### src/rlf_pkg.sv
// Shared types, codes and constants of the line-buffered receive FIFO.
`timescale 1ns / 1ps

package rlf_pkg;

    // Default ring size; one slot always stays free.
    localparam int unsigned DEPTH_DEF = 64;

    // Input operation codes.
    localparam logic [1:0] MODE_PUSH = 2'd0;
    localparam logic [1:0] MODE_LINE = 2'd1;
    localparam logic [1:0] MODE_CONN = 2'd2;

    // Result status codes.
    localparam logic [2:0] STAT_STORED   = 3'd0;
    localparam logic [2:0] STAT_DROPPED  = 3'd1;
    localparam logic [2:0] STAT_LINE     = 3'd2;
    localparam logic [2:0] STAT_NO_LINE  = 3'd3;
    localparam logic [2:0] STAT_REFUSED  = 3'd4;
    localparam logic [2:0] STAT_CONN_SET = 3'd5;

    localparam logic [7:0] CH_LF = 8'h0A;
    localparam logic [7:0] CH_CR = 8'h0D;

    // Cap on kept characters of one line (keeps a line read at no more than 64 results).
    localparam logic [5:0] LINE_CHAR_MAX = 6'd63;

    typedef struct packed {
        logic [1:0] mode;
        logic [7:0] rx_byte;
        logic [6:0] max_len;
        logic       link_up;
    } in_item_t;

    typedef struct packed {
        logic [2:0] status;
        logic [7:0] line_char;
        logic       char_valid;
        logic       last;
    } out_item_t;

    // Result offered by the sequencer to the output stage.
    typedef struct packed {
        logic      valid;
        out_item_t item;
    } emit_t;

endpackage

### src/line_buffered_receive_fifo_top.sv
// Top level of the line-buffered receive FIFO: sequencer, ring RAM, output stage.
`timescale 1ns / 1ps

// Line-buffered receive FIFO. Received bytes go into a ring of DEPTH bytes
// (at most DEPTH-1 held) and a read-line request pops up to and including
// the first newline, dropping carriage returns and characters beyond the
// length limit and returning each kept character as its own transfer, then
// a terminating transfer with last set. A running count of buffered newlines
// answers "no line" at once, so no scan is needed. Timing: a push, connection
// change, refused or no-line request runs in the cycle after its input
// transfer; its result is registered in the output register, and the input
// is ready again as that result appears there. A line read goes through a
// decode of the request, then for each popped byte a ring RAM read and a
// compare of that byte, then a return to idle to take the next item; every
// byte walks through the single RAM read port and its registered read data.
// A result that the result side holds off stalls the sequencer until it is
// taken. The input channel accepts one item at a time, but does take the
// next item while the last result of the previous one still waits in the
// output register. The ring RAM needs no clearing after reset; the block is
// ready straight after reset.
module line_buffered_receive_fifo_top import rlf_pkg::*; #(
    parameter int unsigned DEPTH = DEPTH_DEF
) (
    input  logic      aclk,
    input  logic      aresetn,
    input  logic      s_valid,
    output logic      s_ready,
    input  in_item_t  s_data,
    output logic      m_valid,
    input  logic      m_ready,
    output out_item_t m_data
);

    localparam int unsigned AW = $clog2(DEPTH);

    emit_t         emit;
    logic          emit_ready;
    logic          ram_we;
    logic [AW-1:0] ram_wr_addr;
    logic [7:0]    ram_wr_data;
    logic          ram_rd_en;
    logic [AW-1:0] ram_rd_addr;
    logic [7:0]    ram_rd_data;

    logic          m_valid_reg, m_valid_next;
    out_item_t     m_data_reg, m_data_next;

    // Sequencer: runs each item, walks the ring for line reads.
    rlf_ctrl #(
        .DEPTH (DEPTH)
    ) u_ctrl (
        .aclk        (aclk),
        .aresetn     (aresetn),
        .s_valid     (s_valid),
        .s_ready     (s_ready),
        .s_data      (s_data),
        .emit        (emit),
        .emit_ready  (emit_ready),
        .ram_we      (ram_we),
        .ram_wr_addr (ram_wr_addr),
        .ram_wr_data (ram_wr_data),
        .ram_rd_en   (ram_rd_en),
        .ram_rd_addr (ram_rd_addr),
        .ram_rd_data (ram_rd_data)
    );

    // Byte ring storage.
    rlf_ram #(
        .WIDTH (8),
        .DEPTH (DEPTH)
    ) u_ring (
        .aclk    (aclk),
        .wr_en   (ram_we),
        .wr_addr (ram_wr_addr),
        .wr_data (ram_wr_data),
        .rd_en   (ram_rd_en),
        .rd_addr (ram_rd_addr),
        .rd_data (ram_rd_data)
    );

    // Output register: take a new result when empty or being drained.
    assign emit_ready = !m_valid_reg || m_ready;

    always_comb begin
        m_valid_next = m_valid_reg;
        m_data_next  = m_data_reg;
        if (emit_ready) begin
            // Advance: load the offered result, or drop to empty.
            m_valid_next = emit.valid;
            if (emit.valid) begin
                m_data_next = emit.item;
            end
        end
    end

    always_ff @(posedge aclk) begin
        if (!aresetn) begin
            m_valid_reg <= 1'b0;
        end else begin
            m_valid_reg <= m_valid_next;
        end
        m_data_reg <= m_data_next;
    end

    assign m_valid = m_valid_reg;
    assign m_data  = m_data_reg;

endmodule

### src/rlf_ram.sv
// Generic simple dual-port RAM with registered read.
`timescale 1ns / 1ps

module rlf_ram #(
    parameter int unsigned WIDTH = 8,
    parameter int unsigned DEPTH = 64,
    localparam int unsigned AW   = $clog2(DEPTH)
) (
    input  logic             aclk,
    input  logic             wr_en,
    input  logic [AW-1:0]    wr_addr,
    input  logic [WIDTH-1:0] wr_data,
    input  logic             rd_en,
    input  logic [AW-1:0]    rd_addr,
    output logic [WIDTH-1:0] rd_data
);

    logic [WIDTH-1:0] mem [DEPTH];
    logic [WIDTH-1:0] rd_data_reg;

    always_ff @(posedge aclk) begin
        if (wr_en) begin
            mem[wr_addr] <= wr_data;
        end
        if (rd_en) begin
            rd_data_reg <= mem[rd_addr];
        end
    end

    assign rd_data = rd_data_reg;

endmodule

### src/rlf_ctrl.sv
// Sequencer of the receive FIFO: pointers, newline count, line walk.
`timescale 1ns / 1ps

module rlf_ctrl import rlf_pkg::*; #(
    parameter int unsigned DEPTH = DEPTH_DEF,
    localparam int unsigned AW   = $clog2(DEPTH)
) (
    input  logic          aclk,
    input  logic          aresetn,
    input  logic          s_valid,
    output logic          s_ready,
    input  in_item_t      s_data,
    output emit_t         emit,
    input  logic          emit_ready,
    output logic          ram_we,
    output logic [AW-1:0] ram_wr_addr,
    output logic [7:0]    ram_wr_data,
    output logic          ram_rd_en,
    output logic [AW-1:0] ram_rd_addr,
    input  logic [7:0]    ram_rd_data
);

    localparam logic [1:0] S_IDLE  = 2'd0;
    localparam logic [1:0] S_EXEC  = 2'd1;
    localparam logic [1:0] S_FETCH = 2'd2;
    localparam logic [1:0] S_EVAL  = 2'd3;

    logic [1:0]    state_reg, state_next;
    in_item_t      item_reg, item_next;
    logic [AW-1:0] wr_pos_reg, wr_pos_next;
    logic [AW-1:0] rd_pos_reg, rd_pos_next;
    logic [AW-1:0] lf_cnt_reg, lf_cnt_next;
    logic          conn_reg, conn_next;
    logic [5:0]    k_reg, k_next;
    logic [5:0]    limit_reg, limit_next;
    logic [6:0]    len_m1;
    logic [AW-1:0] wr_pos_adv;
    logic [AW-1:0] rd_pos_adv;

    function automatic logic [AW-1:0] adv(input logic [AW-1:0] p);
        return (p == AW'(DEPTH - 1)) ? '0 : p + 1'b1;
    endfunction

    assign wr_pos_adv  = adv(wr_pos_reg);
    assign rd_pos_adv  = adv(rd_pos_reg);
    assign len_m1      = item_reg.max_len - 7'd1;
    assign ram_wr_addr = wr_pos_reg;
    assign ram_wr_data = item_reg.rx_byte;
    assign ram_rd_addr = rd_pos_reg;

    always_comb begin
        state_next  = state_reg;
        item_next   = item_reg;
        wr_pos_next = wr_pos_reg;
        rd_pos_next = rd_pos_reg;
        lf_cnt_next = lf_cnt_reg;
        conn_next   = conn_reg;
        k_next      = k_reg;
        limit_next  = limit_reg;
        emit        = '0;
        ram_we      = 1'b0;
        ram_rd_en   = 1'b0;
        s_ready     = (state_reg == S_IDLE);

        unique case (state_reg)
            S_IDLE: begin
                if (s_valid) begin
                    item_next  = s_data;
                    state_next = S_EXEC;
                end
            end
            S_EXEC: begin
                emit.valid     = 1'b1;
                emit.item.last = 1'b1;
                unique case (item_reg.mode)
                    MODE_PUSH: begin
                        if (!conn_reg || wr_pos_adv == rd_pos_reg) begin
                            emit.item.status = STAT_DROPPED;
                        end else begin
                            emit.item.status = STAT_STORED;
                            if (emit_ready) begin
                                ram_we      = 1'b1;
                                wr_pos_next = wr_pos_adv;
                                if (item_reg.rx_byte == CH_LF) begin
                                    lf_cnt_next = lf_cnt_reg + 1'b1;
                                end
                            end
                        end
                    end
                    MODE_LINE: begin
                        if (!conn_reg || item_reg.max_len == '0) begin
                            emit.item.status = STAT_REFUSED;
                        end else if (lf_cnt_reg == '0) begin
                            emit.item.status = STAT_NO_LINE;
                        end else begin
                            // A newline is buffered: start the walk, no result yet.
                            emit       = '0;
                            k_next     = '0;
                            limit_next = (len_m1 > {1'b0, LINE_CHAR_MAX}) ?
                                         LINE_CHAR_MAX : len_m1[5:0];
                            state_next = S_FETCH;
                        end
                    end
                    MODE_CONN: begin
                        emit.item.status = STAT_CONN_SET;
                        if (emit_ready) begin
                            conn_next = item_reg.link_up;
                            if (!item_reg.link_up) begin
                                wr_pos_next = '0;
                                rd_pos_next = '0;
                                lf_cnt_next = '0;
                            end
                        end
                    end
                    default: begin
                        emit.item.status = STAT_REFUSED;
                    end
                endcase
                if (emit.valid && emit_ready) begin
                    state_next = S_IDLE;
                end
            end
            S_FETCH: begin
                ram_rd_en  = 1'b1;
                state_next = S_EVAL;
            end
            S_EVAL: begin
                priority if (ram_rd_data == CH_LF) begin
                    emit.valid       = 1'b1;
                    emit.item.status = STAT_LINE;
                    emit.item.last   = 1'b1;
                    if (emit_ready) begin
                        rd_pos_next = rd_pos_adv;
                        lf_cnt_next = lf_cnt_reg - 1'b1;
                        state_next  = S_IDLE;
                    end
                end else if (ram_rd_data == CH_CR || k_reg >= limit_reg) begin
                    rd_pos_next = rd_pos_adv;
                    state_next  = S_FETCH;
                end else begin
                    emit.valid           = 1'b1;
                    emit.item.status     = STAT_LINE;
                    emit.item.line_char  = ram_rd_data;
                    emit.item.char_valid = 1'b1;
                    if (emit_ready) begin
                        rd_pos_next = rd_pos_adv;
                        k_next      = k_reg + 1'b1;
                        state_next  = S_FETCH;
                    end
                end
            end
            default: begin
                state_next = S_IDLE;
            end
        endcase
    end

    always_ff @(posedge aclk) begin
        if (!aresetn) begin
            state_reg  <= S_IDLE;
            wr_pos_reg <= '0;
            rd_pos_reg <= '0;
            lf_cnt_reg <= '0;
            conn_reg   <= 1'b1;
        end else begin
            state_reg  <= state_next;
            wr_pos_reg <= wr_pos_next;
            rd_pos_reg <= rd_pos_next;
            lf_cnt_reg <= lf_cnt_next;
            conn_reg   <= conn_next;
        end
        item_reg  <= item_next;
        k_reg     <= k_next;
        limit_reg <= limit_next;
    end

    // An empty ring holds no newline.
    a_empty_no_lf: assert property (@(posedge aclk) disable iff (!aresetn)
        (rd_pos_reg == wr_pos_reg) |-> (lf_cnt_reg == '0))
        else $error("newline count nonzero on empty ring");

    // The walk only runs while a newline is still ahead.
    a_fetch_has_lf: assert property (@(posedge aclk) disable iff (!aresetn)
        (state_reg == S_FETCH) |-> (lf_cnt_reg != '0 && rd_pos_reg != wr_pos_reg))
        else $error("line walk without buffered newline");

    // A fetch is always followed by its evaluation.
    a_fetch_eval: assert property (@(posedge aclk) disable iff (!aresetn)
        (state_reg == S_FETCH) |=> (state_reg == S_EVAL))
        else $error("fetch not followed by evaluation");

    // Kept characters never exceed the line limit.
    a_char_limit: assert property (@(posedge aclk) disable iff (!aresetn)
        (emit.valid && emit.item.char_valid) |-> (k_reg < limit_reg))
        else $error("kept character beyond line limit");

endmodule
### config.mk
export PLATFORM = sky130hd
export DESIGN_NAME = line_buffered_receive_fifo_top
export DESIGN_NICKNAME = d
export VERILOG_FILES = /design/src/rlf_pkg.sv /design/src/line_buffered_receive_fifo_top.sv /design/src/rlf_ram.sv /design/src/rlf_ctrl.sv
export SDC_FILE = /design/constraint.sdc
export NUM_CORES = 1
export LEC_CHECK = 0
export BUFFER_PORTS_ARGS = -buffer_cell sky130_fd_sc_hd__buf_4
export CAP_MARGIN = 25
export CORE_ASPECT_RATIO = 1.2
export CORE_MARGIN = 2
export CORE_UTILIZATION = 50
export CTS_CLUSTER_SIZE = 12
export DETAILED_ROUTE_END_ITERATION = 10
export GPL_ROUTABILITY_DRIVEN = 0
export PLACE_DENSITY = 0.71
export SLEW_MARGIN = 15
export SYNTH_ARGS = -nofsm -noshare
export SYNTH_HDL_FRONTEND = slang
export SYNTH_SLANG_ARGS = --single-unit
### constraint.sdc
create_clock -name aclk -period 5.5 [get_ports aclk]
set_clock_uncertainty 0.05 [all_clocks]
set_input_delay 0.55 -clock aclk [delete_from_list [all_inputs] [get_ports aclk]]
set_output_delay 0.55 -clock aclk [all_outputs]
set_load 0.005 [all_outputs]
==> parameters.txt <==
Parameter                              Value

Pwr
  Worst IR drop on VDD    215 uV
  Internal power contribution    7000 uW
  Switching Fraction    0.196
  Leakage dissipation    0.00786 uW
  Areal power density over the cells    333 nW/um^2
  Relative contribution of the clock network to total power    0.412
  Fraction of power consumed by combinational cells    0.022
  Share of power burned in registers    0.567
  Switching power of the nets    1710 uW

STA
  Slew at the pin with the worst max-slew slack    0.996 ns
  Worst slew margin    0.336
  Final critical-path share of the clock period    0.745
  Min Hold Slack    0.0617 ns
  Fin crit period    4.09 ns
  Max Fclk    0.244 GHz
  Number of hold violations in the final report    0
  Setup Viol. Count Final    0
  Setup Total Neg Slack    0 ns
  Setup repair after global routing missed its margin    no
  Slew Viols, Final    0
  Final worst-path setup slack    1.41 ns

Synth
  Part of the Yosys area used for sequential elements    0.735
  Compound-cell area share of the yosys netlist    0.0268
  Total of warnings raised by yosys    0
  Post-synth cell types    63
  Flops & latches, synth    585
  Dominant register cell in the synthesized netlist    sky130_fd_sc_hd__edfxtp_1
  Largest family of logic cells by synthesized area    multiplexers
  Synthesized Nets    1226
  Cell area after synthesis    23600 um^2
  Synth Area in XOR/XNOR    0.00520
  Ys async rst share    0
  Fraction of synthesized area in multiplexers    0.161
  Adder-cell area share of the yosys netlist    0.00743
  Cell count after synthesis    1190
  Average cell area after synthesis    19.8 um^2
  EDFF count, synth    563
  Area share of and/or/nand/nor cells after synthesis    0.0482

Routing
  Count of nets left with antenna violations after detail routing    0
  Met3 WL    3490 um
  Routed metal-1 wirelength    19900 um
  Number of vias per cell after detailed routing    6.13
  Total via count after detailed routing    11600
  Top routing layer in use    met4
  Routed length on met2    25300 um
  DRT Pass-1 Iters    5
  Initial DRC Count    1401
  DRC errors left    0
  Routed length per instance    26.4 um
  Total wire length    49900 um

Critical path
  Most repeated library cell on the critical path    sky130_fd_sc_hd__nand3_1
  Arrival time at the worst endpoint    4.27 ns
  R2r endpoint    u_ring.mem[61][2]$_DFFE_PP_
  Worst-path maximum fanout    17
  Critical path class    flip-flop to flip-flop
  Cell depth of the worst flop-to-flop path    8
  Setup slack, reg-to-reg    1.41 ns
  Required time of the critical path    5.68 ns
  Startpoint of the most critical register-to-register path    u_ctrl.ram_wr_addr[0]$_SDFFE_PN0P_
  Series of cell instances along the critical path    ha_1, nand3_1, xnor2_1, a2111oi_4, nand4_1, and3b_1, nand3_1, nor2_1
  CP peak stage delay    0.95 ns
  CP endpoint kind    flip-flop
  Kind of start point of the critical path    flip-flop
  Slowest-stage cell, CP    sky130_fd_sc_hd__nor2_1

Cells and area
  Final-layout fill cell count    3422
  Final non-filler cell total    1889
  Final Cell Area    26100 um^2
  Combined area of the multi-input logic cells    5860 um^2
  Synthesis-to-finish area growth    10.8%
  N_diodes    0
  Combined flip-flop and latch cell area    17400 um^2
  Commonest non-fill, non-tap cell in the layout    sky130_fd_sc_hd__edfxtp_1
  Number of flip-flops in the largest register    512
  Net count reported at finish    1270
  Fraction of layout instances using a drive strength above 1    0.235
  Highest-count cells in the layout ignoring fill and taps    563 x sky130_fd_sc_hd__edfxtp_1, 168 x sky130_fd_sc_hd__mux4_2, 94 x sky130_fd_sc_hd__nor2_1

CTS
  Max Root-Sink Buffers    3
  Number of buffers added to fix hold violations after cts    0
  Number of post-CTS setup repair buffers    0
  CTS Root Buffer Type    sky130_fd_sc_hd__clkbuf_16
  CTS H-tree lvls    2
  Post-CTS clock slew at the launch and capture registers of the worst setup and hold paths    0.06 ns
  Latest clock arrival within the worst-skew pair    0.61 ns
  CTS-repair resized insts    0
  Total clock buffers created by CTS    57
  CTS tree    built
  TritonCTS sink count    585

Run status
  Status    finished, final reports clean

Global routing
  Maximum number of pins on one net before global-route repair    67
  First-pass GRT wire length    75400 um
  Gr ovfl total    0
  Initial antenna violation count    0
  Number of global-route vias before repair    11600
  Global-route usage over all layers    0.208

Floorplanning
  Vertical die dimension    242 um
  I/O pins    37
  Overall die area    48900 um^2
  Core box area    46800 um^2
  Cell row count    87
  Chip width    202 um
  Starting utilization of the core area    0.504

Place
  Cells after DPL    1796
  # port buffers    36
  Placed cell areas    24400 um^2
  Place WS    1.44 ns
  Final HPWL from detailed placement    30700 um

Hold path
  Worst Hold Endpoint    u_ctrl.ram_wr_data[6]$_DFFE_PP_
  Hold Path Class    input port to flip-flop
  Hold path depth    1
  Min-Delay Startpoint    s_data[14]

Run
  Number of maximum-capacitance constraint violations    0
kinds of logic (layout without fill, tap and decap cells):
family          count (synthesis)  after routing
flops                         585            585
simple gates                  240            240
mux                           169            169
compound gates                 85             85
buf+inv                        83            159
fa+ha+maj                      14             14
xor+xnor                       14             14
cell type report:
cell class                 count  area share
sequential                   585       0.664
tap                          623      0.0298
clock buffer                  81      0.0592
clock inverter                10     0.00464
multi-input combinational    522       0.224
inverter                      15     0.00215
timing repair buffer          53      0.0157
how the worst max path moves through the flow:
stage	start	end	slack, ns	depth (start not counted)
after floorplan	u_ctrl.item_reg[1]$_DFFE_PP_	m_data[0]$_DFFE_PP_	2.45	9
after global placement	u_ctrl.ram_wr_addr[0]$_SDFFE_PN0P_	u_ring.mem[61][0]$_DFFE_PP_	1.53	8
after detailed placement	u_ctrl.ram_wr_addr[0]$_SDFFE_PN0P_	u_ring.mem[17][1]$_DFFE_PP_	1.44	8
after CTS	u_ctrl.ram_wr_addr[0]$_SDFFE_PN0P_	u_ring.mem[61][2]$_DFFE_PP_	1.41	8
after global routing	u_ctrl.ram_wr_addr[1]$_SDFFE_PN0P_	u_ring.mem[63][2]$_DFFE_PP_	1.18	8
final	u_ctrl.ram_wr_addr[0]$_SDFFE_PN0P_	u_ring.mem[61][2]$_DFFE_PP_	1.41	8
cell usage after synthesis (4+ instances only):
cell,n,share of area
sky130_fd_sc_hd__xor2_1,6,0.0022
sky130_fd_sc_hd__nor2b_1,12,0.0032
sky130_fd_sc_hd__o22ai_1,4,0.0011
sky130_fd_sc_hd__nor2_1,94,0.015
sky130_fd_sc_hd__inv_1,15,0.0024
sky130_fd_sc_hd__dfxtp_1,22,0.019
sky130_fd_sc_hd__and2_1,14,0.0037
sky130_fd_sc_hd__mux4_2,168,0.16
sky130_fd_sc_hd__a21o_1,5,0.0016
sky130_fd_sc_hd__nand2b_1,9,0.0024
sky130_fd_sc_hd__buf_4,8,0.0025
sky130_fd_sc_hd__a21oi_1,17,0.0036
sky130_fd_sc_hd__nand2_1,48,0.0076
sky130_fd_sc_hd__o21ai_0,15,0.0032
sky130_fd_sc_hd__buf_1,10,0.0016
sky130_fd_sc_hd__buf_2,12,0.0025
sky130_fd_sc_hd__nand3b_1,5,0.0016
sky130_fd_sc_hd__o211ai_1,5,0.0016
sky130_fd_sc_hd__clkbuf_1,35,0.0056
sky130_fd_sc_hd__xnor2_1,8,0.0030
sky130_fd_sc_hd__o32ai_1,4,0.0015
sky130_fd_sc_hd__nor3_1,9,0.0019
sky130_fd_sc_hd__edfxtp_1,563,0.72
sky130_fd_sc_hd__nand3_1,26,0.0055
sky130_fd_sc_hd__ha_1,14,0.0074
sky130_fd_sc_hd__and3_1,5,0.0013
power groups by stage:
stage,Combinational (uW),Clock (uW),Sequential (uW)
2_1_floorplan,69.8,0,5060
3_3_place_gp,185,0,5030
3_5_place_dp,192,0,5030
4_1_cts,191,3650,4930
5_1_grt,208,3810,4930
6_report,189,3590,4930
metal layers:
layer  global-route usage  up-vias
met5                    0        -
met4               0.0608        0
met3               0.0370       77
met2                0.349      499
met1                0.282     6061
li1                     -     4942
stage by stage:
step,utilization,total power (uW)
after floorplan,-,5130
after global placement,0.522,5210
after detailed placement,0.522,5220
after CTS,0.558,8770
after global routing,0.558,8950
final,0.558,8710
worst max-delay path: cells and delay by family (launching register included):
kind            cells  cell delay, ns
simple gates        5            2.23
fa+ha+maj           1            0.38
xor+xnor            1            0.30
compound gates      1            0.10
flops               1            0.65
No activity file was read; power rests on OpenSTA's default activity.
